[src/rtl/utf8_decoder_with_cjk_flag_defines.svh]
// ---------------------------------------------------------------------------
// utf8 decoder assertion macros
// shared concurrent assertion forms for the decoder rtl
// ---------------------------------------------------------------------------
`ifndef UTF8_DECODER_WITH_CJK_FLAG_DEFINES_SVH
`define UTF8_DECODER_WITH_CJK_FLAG_DEFINES_SVH

// same-cycle implication
`define U8D_ASSERT_SAME(label, clk, rst_n, ante, cons) \
    label: assert property (@(posedge clk) disable iff (!rst_n) (ante) |-> (cons)) \
        else $error("u8dec assertion failed");

// next-cycle implication
`define U8D_ASSERT_NEXT(label, clk, rst_n, ante, cons) \
    label: assert property (@(posedge clk) disable iff (!rst_n) (ante) |=> (cons)) \
        else $error("u8dec assertion failed");

`endif

[src/rtl/u8dec_pkg.sv]
// ---------------------------------------------------------------------------
// u8dec_pkg
// word types, status codes and cjk range limits for the utf8 decoder
// ---------------------------------------------------------------------------
`timescale 1ns / 1ps
`default_nettype none

package u8dec_pkg;

    localparam int CP_W = 21;

    localparam logic [1:0] ST_OK       = 2'd0;
    localparam logic [1:0] ST_BAD_LEAD = 2'd1;
    localparam logic [1:0] ST_BAD_CONT = 2'd2;
    localparam logic [1:0] ST_TRUNC    = 2'd3;

    localparam logic [CP_W-1:0] CJK_A_LO  = 21'h03400;
    localparam logic [CP_W-1:0] CJK_A_HI  = 21'h04DBF;
    localparam logic [CP_W-1:0] CJK_U_LO  = 21'h04E00;
    localparam logic [CP_W-1:0] CJK_U_HI  = 21'h09FFF;
    localparam logic [CP_W-1:0] CJK_B_LO  = 21'h20000;
    localparam logic [CP_W-1:0] CJK_B_HI  = 21'h2A6DF;
    localparam logic [CP_W-1:0] CJK_CF_LO = 21'h2A700;
    localparam logic [CP_W-1:0] CJK_CF_HI = 21'h2CEAF;

    typedef struct packed {
        logic [7:0] data_byte;
        logic       end_of_string;
    } byte_word_t;

    typedef struct packed {
        logic [CP_W-1:0] code_point;
        logic [1:0]      status;
        logic            is_cjk;
        logic            last_of_string;
    } cp_word_t;

endpackage

`default_nettype wire

[src/rtl/utf8_decoder_with_cjk_flag.sv]
// ---------------------------------------------------------------------------
// utf8_decoder_with_cjk_flag
// streaming utf8 decoder with a cjk ideograph flag on each code point
// ---------------------------------------------------------------------------
// Takes one byte per cycle and returns each finished code point, or one error
// word per failed string; the byte that completes it passes the input register
// and then the result register before its word appears. Bytes that only
// open or extend a sequence, and bytes dropped after an error, give no word.
// A byte can be taken every cycle; the input is held only while a byte waits
// in the input register behind a stalled result register that is already full.
`timescale 1ns / 1ps
`default_nettype none

`include "utf8_decoder_with_cjk_flag_defines.svh"

module utf8_decoder_with_cjk_flag (
    input  wire logic                  clk,
    input  wire logic                  rst_n,
    input  wire logic                  byte_valid,
    output logic                       byte_stall,
    input  wire u8dec_pkg::byte_word_t byte_word,
    output logic                       cp_valid,
    input  wire logic                  cp_stall,
    output u8dec_pkg::cp_word_t        cp_word
);
    import u8dec_pkg::*;

    logic            s1_valid_reg;
    byte_word_t      s1_word_reg;
    logic            advance;
    logic            s1_load;

    logic [1:0]      pending_reg, pending_next;
    logic [CP_W-1:0] partial_reg, partial_next;
    logic            dropping_reg, dropping_next;

    logic            emit;
    logic [1:0]      status;
    logic [CP_W-1:0] cp_raw;
    logic            cjk_hit;
    logic [1:0]      pend_dec;
    logic [CP_W-1:0] cont_bits;
    logic [7:0]      b;
    logic            last;

    logic            out_valid_reg, out_valid_next;
    cp_word_t        out_word_reg, out_word_next;

    assign advance    = !out_valid_reg || !cp_stall;
    assign s1_load    = advance || !s1_valid_reg;
    assign byte_stall = s1_valid_reg && !advance;
    assign b          = s1_word_reg.data_byte;
    assign last       = s1_word_reg.end_of_string;
    assign pend_dec   = pending_reg - 2'd1;

    always_comb
    begin
        unique case (pend_dec)
            2'd0:    cont_bits = {15'd0, b[5:0]};
            2'd1:    cont_bits = {9'd0, b[5:0], 6'd0};
            default: cont_bits = {3'd0, b[5:0], 12'd0};
        endcase
    end

    always_comb
    begin
        pending_next  = pending_reg;
        partial_next  = partial_reg;
        dropping_next = dropping_reg;
        emit          = 1'b0;
        status        = ST_OK;
        cp_raw        = '0;
        if (dropping_reg)
        begin
            if (last)
            begin
                dropping_next = 1'b0;
                pending_next  = 2'd0;
                partial_next  = '0;
            end
        end
        else if (pending_reg == 2'd0)
        begin
            if (!b[7])
            begin
                emit   = 1'b1;
                cp_raw = {13'd0, b};
            end
            else if (b[7:5] == 3'b110)
            begin
                partial_next = {10'd0, b[4:0], 6'd0};
                pending_next = 2'd1;
            end
            else if (b[7:4] == 4'b1110)
            begin
                partial_next = {5'd0, b[3:0], 12'd0};
                pending_next = 2'd2;
            end
            else if (b[7:3] == 5'b11110)
            begin
                partial_next = {b[2:0], 18'd0};
                pending_next = 2'd3;
            end
            else
            begin
                emit          = 1'b1;
                status        = ST_BAD_LEAD;
                pending_next  = 2'd0;
                partial_next  = '0;
                dropping_next = !last;
            end
            if (b[7:6] == 2'b11 && b[7:3] != 5'b11111 && last)
            begin
                emit          = 1'b1;
                status        = ST_TRUNC;
                pending_next  = 2'd0;
                partial_next  = '0;
                dropping_next = 1'b0;
            end
        end
        else if (b[7:6] != 2'b10)
        begin
            emit          = 1'b1;
            status        = ST_BAD_CONT;
            pending_next  = 2'd0;
            partial_next  = '0;
            dropping_next = !last;
        end
        else if (pend_dec == 2'd0)
        begin
            emit         = 1'b1;
            cp_raw       = partial_reg | cont_bits;
            pending_next = 2'd0;
            partial_next = '0;
        end
        else if (last)
        begin
            emit          = 1'b1;
            status        = ST_TRUNC;
            pending_next  = 2'd0;
            partial_next  = '0;
            dropping_next = 1'b0;
        end
        else
        begin
            pending_next = pend_dec;
            partial_next = partial_reg | cont_bits;
        end
    end

    u8dec_cjk u_cjk (
        .code_point (cp_raw),
        .hit        (cjk_hit)
    );

    always_comb
    begin
        out_valid_next = out_valid_reg;
        out_word_next  = out_word_reg;
        if (advance)
        begin
            out_valid_next                = s1_valid_reg && emit;
            out_word_next.code_point      = cp_raw;
            out_word_next.status          = status;
            out_word_next.is_cjk          = (status == ST_OK) && cjk_hit;
            out_word_next.last_of_string  = last;
        end
    end

    always_ff @(posedge clk or negedge rst_n)
    begin
        if (!rst_n)
        begin
            s1_valid_reg  <= 1'b0;
            pending_reg   <= 2'd0;
            partial_reg   <= '0;
            dropping_reg  <= 1'b0;
            out_valid_reg <= 1'b0;
        end
        else
        begin
            if (s1_load)
            begin
                s1_valid_reg <= byte_valid;
            end
            if (advance && s1_valid_reg)
            begin
                pending_reg  <= pending_next;
                partial_reg  <= partial_next;
                dropping_reg <= dropping_next;
            end
            out_valid_reg <= out_valid_next;
        end
    end

    always_ff @(posedge clk)
    begin
        if (s1_load && byte_valid)
        begin
            s1_word_reg <= byte_word;
        end
        out_word_reg <= out_word_next;
    end

    assign cp_valid = out_valid_reg;
    assign cp_word  = out_word_reg;

    `U8D_ASSERT_SAME(a_err_zero, clk, rst_n,
        cp_valid && cp_word.status != ST_OK,
        cp_word.code_point == '0 && !cp_word.is_cjk)
    `U8D_ASSERT_SAME(a_trunc_last, clk, rst_n,
        cp_valid && cp_word.status == ST_TRUNC, cp_word.last_of_string)
    `U8D_ASSERT_SAME(a_drop_clean, clk, rst_n,
        dropping_reg, pending_reg == 2'd0 && partial_reg == '0)
    `U8D_ASSERT_SAME(a_idle_clean, clk, rst_n,
        pending_reg == 2'd0, partial_reg == '0)
    `U8D_ASSERT_NEXT(a_last_resets, clk, rst_n,
        advance && s1_valid_reg && s1_word_reg.end_of_string,
        pending_reg == 2'd0 && !dropping_reg)

endmodule

`default_nettype wire

[src/rtl/u8dec_cjk.sv]
// ---------------------------------------------------------------------------
// u8dec_cjk
// flags code points that fall in the cjk unified ideograph ranges
// ---------------------------------------------------------------------------
`timescale 1ns / 1ps
`default_nettype none

module u8dec_cjk (
    input  wire logic [u8dec_pkg::CP_W-1:0] code_point,
    output logic                            hit
);
    import u8dec_pkg::*;

    always_comb
    begin
        hit = ((code_point >= CJK_A_LO)  && (code_point <= CJK_A_HI))  ||
              ((code_point >= CJK_U_LO)  && (code_point <= CJK_U_HI))  ||
              ((code_point >= CJK_B_LO)  && (code_point <= CJK_B_HI))  ||
              ((code_point >= CJK_CF_LO) && (code_point <= CJK_CF_HI));
    end

endmodule

`default_nettype wire
[config.mk]
export PLATFORM = sky130hd
export DESIGN_NAME = utf8_decoder_with_cjk_flag
export DESIGN_NICKNAME = d
export VERILOG_FILES = /design/src/rtl/u8dec_pkg.sv /design/src/rtl/utf8_decoder_with_cjk_flag.sv /design/src/rtl/u8dec_cjk.sv
export VERILOG_INCLUDE_DIRS = /design/src /design/src/rtl
export SDC_FILE = /design/constraint.sdc
export NUM_CORES = 1
export LEC_CHECK = 0
export BUFFER_PORTS_ARGS = -buffer_cell sky130_fd_sc_hd__buf_2
export CAP_MARGIN = 0
export CORE_MARGIN = 2
export CORE_UTILIZATION = 62
export DETAILED_ROUTE_END_ITERATION = 10
export PLACE_DENSITY = 0.83
export SLEW_MARGIN = 20
export SYNTH_ARGS = -nofsm -noshare
export SYNTH_HDL_FRONTEND = slang
export SYNTH_SLANG_ARGS = --single-unit
[constraint.sdc]
create_clock -name clk -period 4.2 [get_ports clk]
set_input_delay 0 -clock clk [delete_from_list [all_inputs] [get_ports clk]]
set_output_delay 0 -clock clk [all_outputs]
set_load 0.1 [all_outputs]
Yosys cells after proc, flatten, opt, wreduce, memory -nomap -nowiden:

Cells that the tools add are included.
Widths: inputs -> output; s select.

* bits in registers: 60
* output and inout bits: 27

* add/subtract/negate cells: 1
* magnitude comparators: 8
* equal/unequal tests: 9
* multiplexer cells: 57
* bitwise logic cells: 1
* reductions and logical operators: 25

Operator list (number)
* $mux 21: 15
* $ge 21x18->1 const B: 2
* $le 21x18->1 const B: 2
* $pmux 18 s2: 1
* $mux 2: 17
* $mux 1: 23
* $ge 21x14->1 const B: 1
* $ge 21x15->1 const B: 1
* $le 21x15->1 const B: 1
* $le 21x16->1 const B: 1
* $or 21x21->21: 1
* $logic_and 1x1->1: 11
* $mux 7: 1
* $logic_not 2->1: 3
* $eq 5x5->1 const B: 1
* $logic_not 1->1: 5
* $logic_or 1x1->1: 5
* $ne 5x5->1 const B: 1
* $eq 4x4->1 const B: 1
* $ne 2x2->1 const B: 2
* $ne 4x3->1 const B: 1
* $eq 3x3->1 const B: 1
* $reduce_and 3->1: 1
* $eq 2x1->1 const B: 1
* 2 further kinds: 2

Depth between registers and ports, before layout:

Gate-level depths: netlist (run 1).

* depth in word-level cells: 14
* gate-level depth with buffers: 11
* gate-level depth less buffers: 9

By module:

A second synthesis (run 1) with hierarchy kept.

* cell total of the unflattened synthesis: 259
* area, all modules: 2895.3 µm²

By module, submodules not included
* utf8_decoder_with_cjk_flag: times used 1, cells an instance 217, area an instance 2626.3 µm²
* u8dec_cjk: times used 1, cells an instance 42, area an instance 269.0 µm²

Least setup slack after synthesis (run 1):

OpenSTA, ideal clock, no wires.

* path type: register to register
* start: reg pending_reg[0]
* end: reg out_word_reg, in the netlist cp_word[1] (data pin)
* arrival time: 2374 ps
* slack: 1687 ps
* stages on the path, launching flop included: 11
* period minus slack after synthesis: 2513 ps
* cells stage by stage: dfrtp_1 > inv_1 > ha_1 > or3b_4 > buf_6 > a211oi_2 > o22ai_2 > or4_4 > nor4_2 > o22ai_1 > nand4b_1

* cells in the longest elaborated chain, start to end: 14
* elaborated cells between the ends (all ways): 31
* those cells by class: add/sub (1); order compare (8); eq/ne (1); mux (9); bitwise (1); reduce/logical (11)

Ends and longest elaborated chain
* start: declaration: RTL line utf8_decoder_with_cjk_flag.sv:33 `logic [1:0] pending_reg, pending_next;`
* start signal: assignment: RTL line utf8_decoder_with_cjk_flag.sv:188 `pending_reg <= pending_next;`
* $sub 2x1->2: RTL line utf8_decoder_with_cjk_flag.sv:54 `assign pend_dec = pending_reg - 2'd1;`
* $eq 2x1->1 or $logic_not 2->1 (tied branches): RTL line utf8_decoder_with_cjk_flag.sv:58, utf8_decoder_with_cjk_flag.sv:129
* $pmux 18 s2: RTL line utf8_decoder_with_cjk_flag.sv:58 `unique case (pend_dec)`
* $or 21x21->21: RTL line utf8_decoder_with_cjk_flag.sv:132 `cp_raw = partial_reg | cont_bits;`
* $mux 21: RTL line utf8_decoder_with_cjk_flag.sv:129 `else if (pend_dec == 2'd0)`
* $mux 21: RTL line utf8_decoder_with_cjk_flag.sv:121 `else if (b[7:6] != 2'b10)`
* $mux 21: RTL line utf8_decoder_with_cjk_flag.sv:82 `else if (pending_reg == 2'd0)`
* $mux 21: RTL line utf8_decoder_with_cjk_flag.sv:73 `if (dropping_reg)`
* $ge 21x14->1, or another cell as far along: RTL line u8dec_cjk.sv:16 `hit = ((code_point >= CJK_A_LO) && (code_point <= CJK_A_HI)) ||`
* $logic_and 1x1->1, on equally long branches: RTL line u8dec_cjk.sv:16, u8dec_cjk.sv:17
* $logic_or 1x1->1: RTL line u8dec_cjk.sv:16
* $logic_or 1x1->1: RTL line u8dec_cjk.sv:17 `((code_point >= CJK_U_LO) && (code_point <= CJK_U_HI)) ||`
* $logic_or 1x1->1: RTL line u8dec_cjk.sv:18 `((code_point >= CJK_B_LO) && (code_point <= CJK_B_HI)) ||`
* $logic_and 1x1->1 *: RTL line utf8_decoder_with_cjk_flag.sv:165 `out_word_next.is_cjk = (status == ST_OK) && cjk_hit;`
* end signal: assignment: RTL line utf8_decoder_with_cjk_flag.sv:202 `out_word_reg <= out_word_next;`
* end: declaration: RTL line utf8_decoder_with_cjk_flag.sv:47 `cp_word_t out_word_reg, out_word_next;`

Mark *: on every way between the ends. The rest lies on a longest branch, timed or not.
A chain may end at the register's enable or synchronous reset.

Worst setup path in the final report (run 1):

Same ends and word-level chain as after synthesis.

==> summary.log, run 1 <==
INFO  outcome        result_of_the_run=finished, final reports clean
INFO  pwr            worst_ir_drop_vdd=0.496mV
INFO  clock_network  cts-buffers-inserted=9
INFO  sta            slew_violations=0
INFO  synthesis      ys_warn_count=0
INFO  pwr            power-per-cell-area=673mW/mm^2
INFO  synthesis      post_synth_fa_ha_maj_area_fraction=0.0118
INFO  global_routing grt_first_pass_wirelength=11.9mm
INFO  clock_network  cts_setup_buffers=0
INFO  clock_network  clkSlewWorstSetupHoldPaths=0.06ns
INFO  sta            finalWorstPathRequiredPeriod=3.06ns
INFO  layout         sequential_cell_area=0.00167sqmm
INFO  drt            routedWlPerCell=17.9microns
INFO  synthesis      ys_async_sr_fraction=0.433
INFO  drt            per_cell_via_count_in_the_routed_design=6.42
INFO  die            dieArea=0.00574sqmm
INFO  worst_setup_path cp_top_family=simple AND/OR/NAND/NOR gates
INFO  global_routing overflow=0
INFO  pwr            power.leakage=1.45nW
INFO  sta            rsz0062_at_grt=no
INFO  synthesis      synthDominantAreaCellType=sky130_fd_sc_hd__edfxtp_1
INFO  worst_setup_path critPathArrivalTime=3.15ns
INFO  clock_network  cts_tree=done
INFO  sta            worst-slew-pin-transition=1.04ns
INFO  worst_setup_path worst_ep_required_time=4.29ns
INFO  worst_setup_path worst_path_max_delay_cell=sky130_fd_sc_hd__or3b_4
INFO  global_routing number_of_antenna_violations_at_the_first_check_in_global_routing=0
INFO  drt            drt_iter0_markers=257
INFO  sta            summed_negative_setup_slack_over_all_endpoints=0ns
INFO  placed_design  hpwlAfterDp=5.13mm
INFO  job            cap_violations=0
INFO  synthesis      mappedNetlistArea=0.00319sqmm
INFO  synthesis      yosys.area_share.xor_xnor=0
INFO  clock_network  cts_max_path_buffers=2
INFO  sta            final-hold-violation-count=0
INFO  worst_setup_path critical-path-max-stage-delay=0.52ns
INFO  clock_network  cts-htree-levels=3
INFO  synthesis      synth-edff-count=34
INFO  synthesis      sequential_element_share_of_the_synthesized_area=0.524
INFO  synthesis      most_frequent_cell_after_synthesis=sky130_fd_sc_hd__edfxtp_1
INFO  clock_network  post_cts_resize_count=0
INFO  placed_design  placement.io_buffers=39
INFO  synthesis      yosys.area_share.simple=0.195
INFO  layout         area_of_combinational_cells_with_multiple_inputs=0.00132sqmm
INFO  clock_network  cts_root_buf=sky130_fd_sc_hd__clkbuf_8
INFO  worst_setup_path critical_path.max_fanout=17
INFO  layout         largest_reg_flops=25
INFO  synthesis      synth-seq-cells=60
INFO  worst_setup_path worst_setup_path_end_kind=flip-flop
INFO  worst_setup_path critical_path.cell_chain=inv_1, ha_1, or3b_4, or2_1, nor3_1, nor4bb_1, a21oi_1, nand4b_1
INFO  global_routing grt_start_max_net_pins=27
INFO  die            effective_utilization_at_floorplan=0.633
INFO  layout         fin_nets=357
INFO  clock_network  clk-insertion-delay-late=0.34ns
INFO  synthesis      synth_area_leaders=sky130_fd_sc_hd__edfxtp_1 (32%), sky130_fd_sc_hd__dfrtp_1 (20%), sky130_fd_sc_hd__nand2_1 (3.4%)
INFO  drt            vias=2669
INFO  synthesis      yosysUniqueCellTypes=66
INFO  drt            postRouteAntennaNets=0
INFO  synthesis      synthesis.nets=310
INFO  die            die_h=75.8microns
INFO  die            row_count=26
INFO  synthesis      synth_compound_gate_area_share=0.202
INFO  placed_design  post-place-ws=1.16ns
INFO  sta            clock_skew=0.00843ns
INFO  die            floorplan.core_area=0.00504sqmm
INFO  global_routing vias_in_the_first_global_route=2389
INFO  synthesis      post-synth-top-area-fraction=0.320
INFO  die            number_of_ports_placed_on_the_die_boundary=40
INFO  synthesis      syn-mean-instance-area=10.9squm
INFO  sta            setup_viol=0
INFO  sta            worst_slew_margin_rel=0.307
INFO  clock_network  sinks_on_the_clock_net=60
INFO  clock_network  cts_hold_repair.buffers=12
INFO  synthesis      netlist_top_cells_count=sky130_fd_sc_hd__edfxtp_1 (34), sky130_fd_sc_hd__nand2_1 (29), sky130_fd_sc_hd__dfrtp_1 (26)
INFO  drt            first_drt_pass_iteration_count=6
INFO  worst_setup_path worstSetupPathType=flip-flop to flip-flop
INFO  drt            drt-total-wl=7.46mm
INFO  global_routing gr-usage-all-layers=0.289
INFO  synthesis      post_synth_inst_count=294
INFO  worst_setup_path crit_buf_inv=1
INFO  die            die_w=75.8microns
INFO  synthesis      synth_top_family_by_area=compound AO/OA/AOI/OAI gates
INFO  layout         syn2layout_area_growth=13.4%
INFO  placed_design  globalplace.congestion=0.983
INFO  drt            detail_route.drc_violations=0
INFO  sta            timing.final.crit_share=0.729
INFO  layout         n_fill_cell=366
INFO  layout         drive_above_1_share=0.211
INFO  sta            fmax=327MHz
INFO  layout         antenna-diode-count=0
INFO  worst_setup_path timing.critical_path.from_type=flip-flop
INFO  synthesis      synthMuxAreaShare=0.00353
INFO  hold_path      timing.hold.worst.class=input port to flip-flop
INFO  synthesis      synthFlopType=sky130_fd_sc_hd__edfxtp_1
INFO  sta            final.setup.worst_slack=1.14ns
## report_power, final
part	switching, mW	total, mW	internal [mW]
clock network	0.212	0.456	0.245
registers	0.0730	0.832	0.759
logic	0.937	1.15	0.211
## per-layer routing
metal / share of wire / vias to the layer above / GRT usage
met2: 0.45 / 197 / 0.414
li1: - / 1214 / -
met5: 0 / - / 0
met3: 0.087 / 26 / 0.0992
met4: 0.032 / 0 / 0.121
met1: 0.43 / 1232 / 0.403
## worst reg2reg max path, cell delays in order (launching register included)
cell and delay, ns:
sky130_fd_sc_hd__dfrtp_1 0.37, sky130_fd_sc_hd__inv_1 0.09, sky130_fd_sc_hd__ha_1 0.30, sky130_fd_sc_hd__or3b_4 0.52, sky130_fd_sc_hd__or2_1 0.46, sky130_fd_sc_hd__nor3_1 0.37, sky130_fd_sc_hd__nor4bb_1 0.41, sky130_fd_sc_hd__a21oi_1 0.11
sky130_fd_sc_hd__nand4b_1 0.17
## cells in the final DEF (no fill, tap or decap), types with 3 or more instances in the layout
cell type,instances
sky130_fd_sc_hd__buf_2,39
sky130_fd_sc_hd__edfxtp_1,34
sky130_fd_sc_hd__nand2_1,29
sky130_fd_sc_hd__dfrtp_1,26
sky130_fd_sc_hd__nor2_1,24
sky130_fd_sc_hd__a21oi_1,17
sky130_fd_sc_hd__inv_1,13
sky130_fd_sc_hd__dlygate4sd3_1,12
sky130_fd_sc_hd__clkbuf_8,11
sky130_fd_sc_hd__o21ai_0,10
sky130_fd_sc_hd__nor3_1,8
sky130_fd_sc_hd__o22ai_1,8
sky130_fd_sc_hd__a31oi_1,7
sky130_fd_sc_hd__nor2b_1,7
sky130_fd_sc_hd__a211oi_1,6
sky130_fd_sc_hd__a22oi_1,6
sky130_fd_sc_hd__a2bb2oi_1,5
sky130_fd_sc_hd__nand2b_1,4
sky130_fd_sc_hd__a22o_1,4
sky130_fd_sc_hd__nand3_1,4
sky130_fd_sc_hd__nor4b_1,4
sky130_fd_sc_hd__o21a_1,3
sky130_fd_sc_hd__nand4_1,3
sky130_fd_sc_hd__nand4b_1,3
sky130_fd_sc_hd__o2111ai_1,3
sky130_fd_sc_hd__o211ai_1,3
sky130_fd_sc_hd__ha_1,3
sky130_fd_sc_hd__clkbuf_1,3
## through the flow
step,hold slack [ns],std cells,util,power [mW],instance area [sq um]
3_3_place_gp,0.0249,388,0.660,1.95,3330
2_1_floorplan,-0.296,294,-,1.82,3190
3_5_place_dp,0.0328,388,0.660,1.96,3330
5_1_grt,0.0990,416,0.718,2.56,3620
6_report,0.0757,416,0.718,2.44,3620
4_1_cts,0.0559,416,0.718,2.43,3620
## cell type report
| cell class | count | share of cell area |
|---|---|---|
| Timing Repair Buffer | 52 | 0.0892 |
| Multi-Input combinational cell | 205 | 0.364 |
| Clock inverter | 2 | 0.00277 |
| Inverter | 13 | 0.0135 |
| Tap cell | 70 | 0.0242 |
| Clock buffer | 14 | 0.0449 |
| Sequential cell | 60 | 0.462 |
## final timing paths
check                      cells after the start                          end                        start  slack [ns]
setup / recovery                               8         cp_word[1]$_DFFE_PP_   pending_reg[0]$_DFFE_PN0P_        1.14
hold / removal                                 3     dropping_reg$_DFFE_PN0P_                     cp_stall        0.08
setup reg to reg                               8         cp_word[1]$_DFFE_PP_   pending_reg[0]$_DFFE_PN0P_        1.14
hold reg to reg                                2  partial_reg[17]$_DFFE_PN0P_  partial_reg[17]$_DFFE_PN0P_        0.51
max in group asynchronous                      2   partial_reg[1]$_DFFE_PN0P_                        rst_n        3.62
min in group asynchronous                      2   partial_reg[8]$_DFFE_PN0P_                        rst_n        0.19
## logic make-up after synthesis
kind of cell | after synthesis
AND/OR/NAND/NOR | 111
AO/OA/AOI/OAI | 90
flip-flops | 60
buffers and inverters | 29
adder cells (fa/ha/maj) | 3
multiplexers | 1
Note: power is estimated with default switching activity, not from simulation.
==> inputs of run 2 (changes only) <==
--- a/config.mk
+++ b/config.mk
@@ -6,12 +6,13 @@
 export SDC_FILE = /design/constraint.sdc
 export NUM_CORES = 1
 export LEC_CHECK = 0
+export ABC_AREA = 1
 export BUFFER_PORTS_ARGS = -buffer_cell sky130_fd_sc_hd__buf_2
 export CAP_MARGIN = 0
 export CORE_MARGIN = 2
-export CORE_UTILIZATION = 62
+export CORE_UTILIZATION = 52
 export DETAILED_ROUTE_END_ITERATION = 10
-export PLACE_DENSITY = 0.83
+export PLACE_DENSITY = 0.74
 export SLEW_MARGIN = 20
 export SYNTH_ARGS = -nofsm -noshare
 export SYNTH_HDL_FRONTEND = slang
==> constraint.sdc (replaced) <==
create_clock -name clk -period 2.6 [get_ports clk]
set_input_delay 0 -clock clk [delete_from_list [all_inputs] [get_ports clk]]
set_output_delay 0 -clock clk [all_outputs]
set_load 0.1 [all_outputs]
==> run 2 against run 1 <==
Compared with the run above: global-route usage decreased by 4.3 points; final area rose by 8.2%; flip-flop and latch count is the same; wire length increased by 9.4%; critical path type unchanged.
==> summary.log, run 2 <==
INFO  synthesis      yosys.area_share.xor_xnor=0 [unchanged]
INFO  drt            routedWlPerCell=15.6microns [-13%]
INFO  global_routing number_of_antenna_violations_at_the_first_check_in_global_routing=0 [unchanged]
INFO  pwr            seq_pwr_share=0.320 [-0.021]
INFO  sta            final-hold-violation-count=0 [unchanged]
INFO  pwr            clock_power_share=0.184 [-0.003]
INFO  outcome        result_of_the_run=finished, final reports clean
INFO  synthesis      sequential_element_share_of_the_synthesized_area=0.512 [-0.0112]
INFO  synthesis      mappedNetlistArea=0.00326sqmm [+2.2%]
INFO  placed_design  post-place-ws=0.202ns [-0.960 ns]
INFO  synthesis      synth-seq-cells=60 [unchanged]
INFO  die            number_of_ports_placed_on_the_die_boundary=40 [unchanged]
INFO  pwr            totalPowerFinal=4.10mW [+68%]
INFO  sta            worst_slew_margin_rel=0.259 [-0.0480]
INFO  die            floorplan.core_area=0.00599sqmm [+19%]
INFO  layout         syn2layout_area_growth=20.1%
INFO  synthesis      ys_warn_count=0 [unchanged]
INFO  sta            timing.final.crit_share=0.929 [+0.200]
INFO  sta            fmax=414MHz [+27%]
INFO  synthesis      netlist_top_cells_count=sky130_fd_sc_hd__nand2_1 (78), sky130_fd_sc_hd__inv_1 (59), sky130_fd_sc_hd__nor2_1 (41)
INFO  sta            clock_skew=0.00965ns [+0.00121 ns]
INFO  worst_setup_path worst_ep_required_time=2.69ns [-1.60 ns]
INFO  layout         n_fill_cell=496 [+36%]
INFO  layout         fin_nets=459 [+29%]
INFO  placed_design  hpwlAfterDp=5.80mm [+13%]
INFO  pwr            power.switching=2.09mW [+71%]
INFO  synthesis      post-synth-top-area-fraction=0.313 [-0.00687]
INFO  layout         largest_reg_flops=25 [unchanged]
INFO  pwr            internal-power=2.01mW [+66%]
INFO  drt            drt_iter0_markers=215 [-16%]
INFO  drt            detail_route.drc_violations=0 [unchanged]
INFO  synthesis      synth_area_leaders=sky130_fd_sc_hd__edfxtp_1 (31%), sky130_fd_sc_hd__dfrtp_1 (20%), sky130_fd_sc_hd__nand2_1 (9.0%)
INFO  hold_path      timing.hold.worst.class=input port to async pin
INFO  placed_design  placement.io_buffers=39 [unchanged]
INFO  synthesis      most_frequent_cell_after_synthesis=sky130_fd_sc_hd__nand2_1
INFO  pwr            netSwitchingFraction=0.510 [+0.00814]
INFO  drt            first_drt_pass_iteration_count=5 [-1]
INFO  layout         final_core_utilization=0.654 [-0.0639]
INFO  clock_network  cts_tree=done
INFO  layout         layout.cells.most_common_list=sky130_fd_sc_hd__nand2_1 (77), sky130_fd_sc_hd__inv_1 (59), sky130_fd_sc_hd__nor2_1 (40)
INFO  die            die_w=83.2microns [+9.8%]
INFO  layout         final_common_cell=sky130_fd_sc_hd__nand2_1
INFO  sta            final.setup.worst_slack=0.184ns [-0.955 ns]
INFO  synthesis      synthDominantAreaCellType=sky130_fd_sc_hd__edfxtp_1
INFO  synthesis      synth-edff-count=34 [unchanged]
INFO  drt            per_cell_via_count_in_the_routed_design=5.35 [-17%]
INFO  synthesis      syn-mean-instance-area=8.72squm [-20%]
INFO  sta            summed_negative_setup_slack_over_all_endpoints=0ns [unchanged]
INFO  global_routing vias_in_the_first_global_route=2714 [+14%]
INFO  drt            vias=2798 [+4.8%]
INFO  synthesis      synth_compound_gate_area_share=0.106 [-0.0960]
INFO  clock_network  clkSlewWorstSetupHoldPaths=0.07ns [about the same]
INFO  global_routing grt_first_pass_wirelength=13.2mm [+11%]
INFO  job            cap_violations=0 [unchanged]
INFO  layout         drive_above_1_share=0.230 [+0.0189]
INFO  layout         antenna-diode-count=0 [unchanged]
INFO  synthesis      synthMuxAreaShare=0 [-0.00353]
INFO  sta            worst-slew-pin-transition=1.11ns [+0.0705 ns]
INFO  sta            finalWorstPathRequiredPeriod=2.42ns [-0.645 ns]
INFO  pwr            power.leakage=1.82nW [+26%]
INFO  die            dieArea=0.00692sqmm [+21%]
INFO  synthesis      synthFlopType=sky130_fd_sc_hd__edfxtp_1
INFO  pwr            worst_ir_drop_vdd=0.889mV [+79%]
INFO  worst_setup_path origin_of_the_critical_flop_to_flop_path=pending_reg[1]$_DFFE_PN0P_
INFO  global_routing grt_start_max_net_pins=28 [+3.7%]
INFO  clock_network  cts_max_path_buffers=2 [unchanged]
INFO  worst_setup_path worst_setup_path_end_kind=flip-flop
INFO  worst_setup_path critical_path.max_fanout=13 [-4]
INFO  die            effective_utilization_at_floorplan=0.544 [-0.0885]
INFO  sta            slew_violations=0 [unchanged]
INFO  clock_network  cts-htree-levels=3 [unchanged]
INFO  synthesis      yosysUniqueCellTypes=38 [-42%]
INFO  clock_network  cts-buffers-inserted=9 [unchanged]
INFO  synthesis      post_synth_fa_ha_maj_area_fraction=0.0115 [-0.000253]
INFO  worst_setup_path worstSetupPathType=flip-flop to flip-flop
INFO  synthesis      ys_async_sr_fraction=0.433 [unchanged]
INFO  pwr            share_comb_of_total_power=0.496 [+0.025]
INFO  drt            postRouteAntennaNets=0 [unchanged]
INFO  drt            drt-total-wl=8.16mm [+9.4%]
INFO  sta            rsz0062_at_grt=no
INFO  worst_setup_path timing.critical_path.from_type=flip-flop
INFO  synthesis      synthesis.nets=390 [+26%]
INFO  global_routing overflow=0 [unchanged]
INFO  synthesis      yosys.area_share.simple=0.283 [+0.0883]
INFO  clock_network  cts_root_buf=sky130_fd_sc_hd__clkbuf_8
INFO  clock_network  clk-insertion-delay-late=0.35ns [about the same]
INFO  worst_setup_path critPathLaunch=pending_reg[1]$_DFFE_PN0P_
INFO  clock_network  sinks_on_the_clock_net=60 [unchanged]
INFO  placed_design  globalplace.congestion=0.929 [-5.4%]
INFO  die            row_count=28 [+7.7%]
INFO  synthesis      post_synth_inst_count=374 [+27%]
INFO  synthesis      synth_top_family_by_area=simple AND/OR/NAND/NOR gates
INFO  global_routing gr-usage-all-layers=0.246 [-0.0426]
INFO  sta            setup_viol=0 [unchanged]
INFO  worst_setup_path critPathArrivalTime=2.50ns [-0.65 ns]
INFO  pwr            power-per-cell-area=1050mW/mm^2 [+55%]
INFO  die            die_h=83.2microns [+9.8%]
run 2: cells by family (layout without fill, tap and decap cells):
logic type / after synthesis / after routing
compound gates: 59 / 59
fa+ha+maj: 3 / 3
simple gates: 182 / 182
flops: 60 / 60
buf+inv: 70 / 144
run 2: repair_timing:
item                       4_1_cts  5_1_grt
hold endpoints to repair        37        0
hold buffers                    12        0
setup endpoints to repair        0        1
setup buffers                    0        0
resized for setup                0        1
run 2: worst max-delay path, stage by stage, from the launching register on:
cell and delay [ns]:
sky130_fd_sc_hd__dfrtp_1 0.36, sky130_fd_sc_hd__inv_1 0.08, sky130_fd_sc_hd__ha_1 0.27, sky130_fd_sc_hd__nor2_4 0.17, sky130_fd_sc_hd__nand3_4 0.27, sky130_fd_sc_hd__nor2_2 0.32, sky130_fd_sc_hd__inv_1 0.11, sky130_fd_sc_hd__nand2_1 0.12
sky130_fd_sc_hd__nor2_1 0.06, sky130_fd_sc_hd__a21oi_1 0.16, sky130_fd_sc_hd__o21ai_1 0.08, sky130_fd_sc_hd__nand2_1 0.09, sky130_fd_sc_hd__nand4_2 0.06
run 2: final timing paths:
path                       slack [ns]  cells after the start                     endpoint
setup / recovery                 0.18                     12         cp_word[1]$_DFFE_PP_
max in group asynchronous        1.95                      2         cp_valid$_DFFE_PN0P_
hold reg to reg                  0.48                      2  partial_reg[15]$_DFFE_PN0P_
setup reg to reg                 0.18                     12         cp_word[1]$_DFFE_PP_
hold / removal                   0.21                      2     s1_valid_reg$_DFFE_PN0N_
min in group clk                 0.36                      2               b[0]$_DFFE_PP_
run 2: power by group through the flow:
stage | sequential [mW] | combinational, mW | clock [mW]
after floorplan | 2.19 | 0.711 | 0
after global placement | 1.32 | 1.99 | 0
after detailed placement | 1.33 | 2.00 | 0
after CTS | 1.31 | 2.02 | 0.757
after global routing | 1.33 | 2.13 | 0.808
final | 1.31 | 2.04 | 0.752
run 2: layout make-up:
cell class	instances	area [sq um]	area share
sequential	60	1670	0.427
multi-input combinational	244	1320	0.338
timing repair buffer	64	413	0.105
inverter	64	243	0.0620
clock buffer	14	163	0.0415
tap	75	93.8	0.0240
clock inverter	2	10.0	0.00256
run 2: metal layers:
layer  track usage  vias to the layer above  part of all wire
met5             0                        -                 0
met4         0.154                        0             0.031
met3        0.0517                       21             0.071
met2         0.385                      124              0.46
met1         0.313                     1276              0.44
li1              -                     1377                 -
run 2: stage by stage:
| step | hold slack, ns | instances | cell area (sq um) |
|---|---|---|---|
| 2_1_floorplan | -0.296 | 374 | 3270 |
| 6_report | 0.214 | 523 | 3920 |
| 5_1_grt | 0.283 | 523 | 3920 |
| 3_3_place_gp | 0.0479 | 495 | 3620 |
| 4_1_cts | 0.230 | 523 | 3910 |
| 3_5_place_dp | 0.0582 | 495 | 3620 |
==> inputs of run 3 (changes only) <==
--- a/config.mk
+++ b/config.mk
@@ -12,7 +12,7 @@
 export CORE_MARGIN = 2
 export CORE_UTILIZATION = 52
 export DETAILED_ROUTE_END_ITERATION = 10
-export PLACE_DENSITY = 0.74
+export PLACE_DENSITY = 0.82
 export SLEW_MARGIN = 20
 export SYNTH_ARGS = -nofsm -noshare
 export SYNTH_HDL_FRONTEND = slang
==> run 3 against run 2 <==
Compared with the run above: clock skew is 0.0020 ns lower; core utilization rose by 0.17 points; wire length down 7.5%; critical endpoint unchanged; largest cell class unchanged.
==> summary.log, run 3 (synthesis results as in run 2) <==
INFO  layout         antenna-diode-count=0 [unchanged]
INFO  global_routing number_of_antenna_violations_at_the_first_check_in_global_routing=0 [unchanged]
INFO  worst_setup_path worstSetupPathType=flip-flop to flip-flop
INFO  worst_setup_path worst_ep_required_time=2.69ns [about the same]
INFO  die            dieArea=0.00692sqmm [unchanged]
INFO  clock_network  cts_tree=done
INFO  worst_setup_path critPathLaunch=pending_reg[0]$_DFFE_PN0P_
INFO  clock_network  cts-buffers-inserted=9 [unchanged]
INFO  sta            worst-slew-pin-transition=0.936ns [-0.171 ns]
INFO  layout         final-instance-count-excl-fill=520 [-0.57%]
INFO  global_routing grt_first_pass_wirelength=12.9mm [-2.3%]
INFO  drt            drt_iter0_markers=283 [+32%]
INFO  sta            summed_negative_setup_slack_over_all_endpoints=0ns [unchanged]
INFO  drt            per_cell_via_count_in_the_routed_design=5.42 [+1.3%]
INFO  sta            timing.final.crit_share=0.903 [-0.0259]
INFO  worst_setup_path critical_path.endpoint=cp_word[1]$_DFFE_PP_
INFO  worst_setup_path critPathArrivalTime=2.44ns [-0.06 ns]
INFO  clock_network  cts-htree-levels=3 [unchanged]
INFO  layout         largest_reg_flops=25 [unchanged]
INFO  die            floorplan.core_area=0.00599sqmm [unchanged]
INFO  pwr            power-per-cell-area=1060mW/mm^2 [+0.83%]
INFO  drt            detail_route.drc_violations=0 [unchanged]
INFO  worst_setup_path regToRegSetupSlack=0.25ns [+0.07 ns]
INFO  clock_network  cts_max_path_buffers=2 [unchanged]
INFO  sta            fmax=426MHz [+2.9%]
INFO  hold_path      timing.hold.worst.class=input port to flip-flop
INFO  sta            clock_skew=0.00760ns [-0.00204 ns]
INFO  sta            final-hold-violation-count=0 [unchanged]
INFO  clock_network  clkSlewWorstSetupHoldPaths=0.07ns [about the same]
INFO  worst_setup_path origin_of_the_critical_flop_to_flop_path=pending_reg[0]$_DFFE_PN0P_
INFO  global_routing overflow=0 [unchanged]
INFO  die            number_of_ports_placed_on_the_die_boundary=40 [unchanged]
INFO  worst_setup_path cp_top_family=simple AND/OR/NAND/NOR gates
INFO  placed_design  placement.io_buffers=39 [unchanged]
INFO  die            row_count=28 [unchanged]
INFO  global_routing globalRouteMet3Util=0.0646 [+0.0129]
INFO  job            cap_violations=0 [unchanged]
INFO  worst_setup_path reg2reg_depth=15 [+3]
INFO  drt            drt-total-wl=7.55mm [-7.5%]
INFO  worst_setup_path crit-reg2reg-capture=cp_word[1]$_DFFE_PP_
INFO  worst_setup_path worst_setup_path_end_kind=flip-flop
INFO  clock_network  cts_root_buf=sky130_fd_sc_hd__clkbuf_8
INFO  global_routing grt_start_max_net_pins=28 [unchanged]
INFO  layout         n_fill_cell=495 [-0.20%]
INFO  placed_design  globalplace.congestion=0.957 [+2.9%]
INFO  layout         area_of_combinational_cells_with_multiple_inputs=0.00134sqmm [+1.0%]
INFO  worst_setup_path crit_buf_inv=4 [+2]
INFO  clock_network  clk-insertion-delay-late=0.34ns [about the same]
INFO  die            effective_utilization_at_floorplan=0.544 [unchanged]
INFO  global_routing use_met1=0.305 [-0.00815]
INFO  sta            slew_violations=0 [unchanged]
INFO  sta            finalHoldWorstSlack=0.0208ns [-0.194 ns]
INFO  worst_setup_path worst_path_max_delay_cell=sky130_fd_sc_hd__dfrtp_1
INFO  worst_setup_path critical_path.cell_chain=inv_1, ha_2, inv_1, a21oi_1, buf_4, nor2_2, inv_2, nor2_1, nand2_1, nor2_1, nand2_1, nand2_1, nand2_1, nand2_1, nand4_2
INFO  layout         fin_nets=456 [-0.65%]
INFO  sta            finalWorstPathRequiredPeriod=2.35ns [-0.0673 ns]
INFO  pwr            worst_ir_drop_vdd=0.648mV [-27%]
INFO  die            die_h=83.2microns [unchanged]
INFO  drt            vias=2818 [+0.71%]
INFO  drt            first_drt_pass_iteration_count=7 [+2]
INFO  worst_setup_path timing.critical_path.from_type=flip-flop
INFO  placed_design  hpwlAfterDp=5.48mm [-5.5%]
INFO  drt            postRouteAntennaNets=0 [unchanged]
INFO  global_routing gr-usage-all-layers=0.235 [-0.0111]
INFO  placed_design  numPlacedInstances=493 [-0.40%]
INFO  layout         syn2layout_area_growth=20.4%
INFO  drt            routedWlPerCell=14.5microns [-7.0%]
INFO  layout         sequential_cell_area=0.00167sqmm [unchanged]
INFO  outcome        result_of_the_run=finished, final reports clean
INFO  layout         final_common_cell=sky130_fd_sc_hd__nand2_1
INFO  worst_setup_path critical_path.max_fanout=7 [-6]
INFO  layout         layout.cells.most_common_list=sky130_fd_sc_hd__nand2_1 (77), sky130_fd_sc_hd__inv_1 (59), sky130_fd_sc_hd__nor2_1 (40)
INFO  sta            worst_slew_margin_rel=0.374 [+0.115]
INFO  global_routing vias_in_the_first_global_route=2794 [+2.9%]
INFO  global_routing groute.layer.met2.usage=0.372 [-0.0125]
INFO  worst_setup_path critPathMostFrequentCell=sky130_fd_sc_hd__nand2_1
INFO  clock_network  sinks_on_the_clock_net=60 [unchanged]
INFO  die            die_w=83.2microns [unchanged]
INFO  layout         drive_above_1_share=0.236 [+0.00604]
INFO  sta            setup_viol=0 [unchanged]
INFO  worst_setup_path critical_path_cell_count=15 [+3]
INFO  global_routing top_usage_layer=met2
INFO  pwr            power.leakage=1.82nW [-0.31%]
INFO  sta            rsz0062_at_grt=no
INFO  worst_setup_path critical-path-max-stage-delay=0.38ns [+0.02 ns]
==> run 3: cell types whose count changed in the layout (fill, tap and decap cells not counted), moves of 2 or more <==
cell,before,now
sky130_fd_sc_hd__buf_4,13,11
sky130_fd_sc_hd__clkbuf_1,3,1
sky130_fd_sc_hd__o21ai_0,17,14
sky130_fd_sc_hd__o21ai_1,7,10
==> run 3: area by class of cell <==
class,instances,area share
clock buffer,11,0.0360
clock inverter,5,0.0134
inverter,64,0.0618
multi-input combinational,244,0.340
sequential,60,0.426
tap,75,0.0239
timing repair buffer,61,0.0988
==> run 3: worst register-to-register path, stage by stage, from the launching register on <==
cell	delay, ns
sky130_fd_sc_hd__dfrtp_1	0.38
sky130_fd_sc_hd__inv_1	0.12
sky130_fd_sc_hd__ha_2	0.32
sky130_fd_sc_hd__inv_1	0.18
sky130_fd_sc_hd__a21oi_1	0.09
sky130_fd_sc_hd__buf_4	0.16
sky130_fd_sc_hd__nor2_2	0.19
sky130_fd_sc_hd__inv_2	0.06
sky130_fd_sc_hd__nor2_1	0.12
sky130_fd_sc_hd__nand2_1	0.08
sky130_fd_sc_hd__nor2_1	0.09
sky130_fd_sc_hd__nand2_1	0.06
sky130_fd_sc_hd__nand2_1	0.05
sky130_fd_sc_hd__nand2_1	0.05
sky130_fd_sc_hd__nand2_1	0.07
sky130_fd_sc_hd__nand4_2	0.07
==> run 3: report_power, final <==
group,total (mW),internal (mW),switching (mW),leakage [nW]
Clock,0.826,0.463,0.362,0.0991
Combinational,2.01,0.379,1.63,0.997
Sequential,1.31,1.23,0.0786,0.722
Total,4.14,2.08,2.07,1.82
==> run 3: timing repair <==
action,in CTS,in global routing
buffers inserted,0,0
hold buffers,11,0
resized for setup,0,7
setup endpoints to repair,0,2
hold endpoints to repair,36,0
==> run 3: worst min-delay path by stage <==
stage,start,to,cells after the start
2_1_floorplan,rst_n,cp_valid$_DFFE_PN0P_,0
3_3_place_gp,rst_n,s1_valid_reg$_DFFE_PN0N_,1
3_5_place_dp,rst_n,s1_valid_reg$_DFFE_PN0N_,1
4_1_cts,cp_stall,dropping_reg$_DFFE_PN0P_,4
5_1_grt,cp_stall,dropping_reg$_DFFE_PN0P_,4
6_report,cp_stall,dropping_reg$_DFFE_PN0P_,4
==> run 3: routing by layer <==
| layer | vias to the layer above | wire length (microns) |
|---|---|---|
| met5 | - | 0 |
| met4 | 0 | 167 |
| met3 | 20 | 546 |
| met2 | 109 | 3560 |
| met1 | 1323 | 3270 |
| li1 | 1366 | - |
==> run 3: stage by stage <==
step | area, sq um | total power, mW | utilization | worst slack (ns)
2_1_floorplan | 3270 | 2.90 | - | 0.283
3_3_place_gp | 3600 | 3.27 | 0.602 | 0.178
3_5_place_dp | 3600 | 3.29 | 0.602 | 0.170
4_1_cts | 3910 | 4.13 | 0.652 | 0.155
5_1_grt | 3930 | 4.32 | 0.656 | 0.0202
6_report | 3930 | 4.14 | 0.656 | 0.251
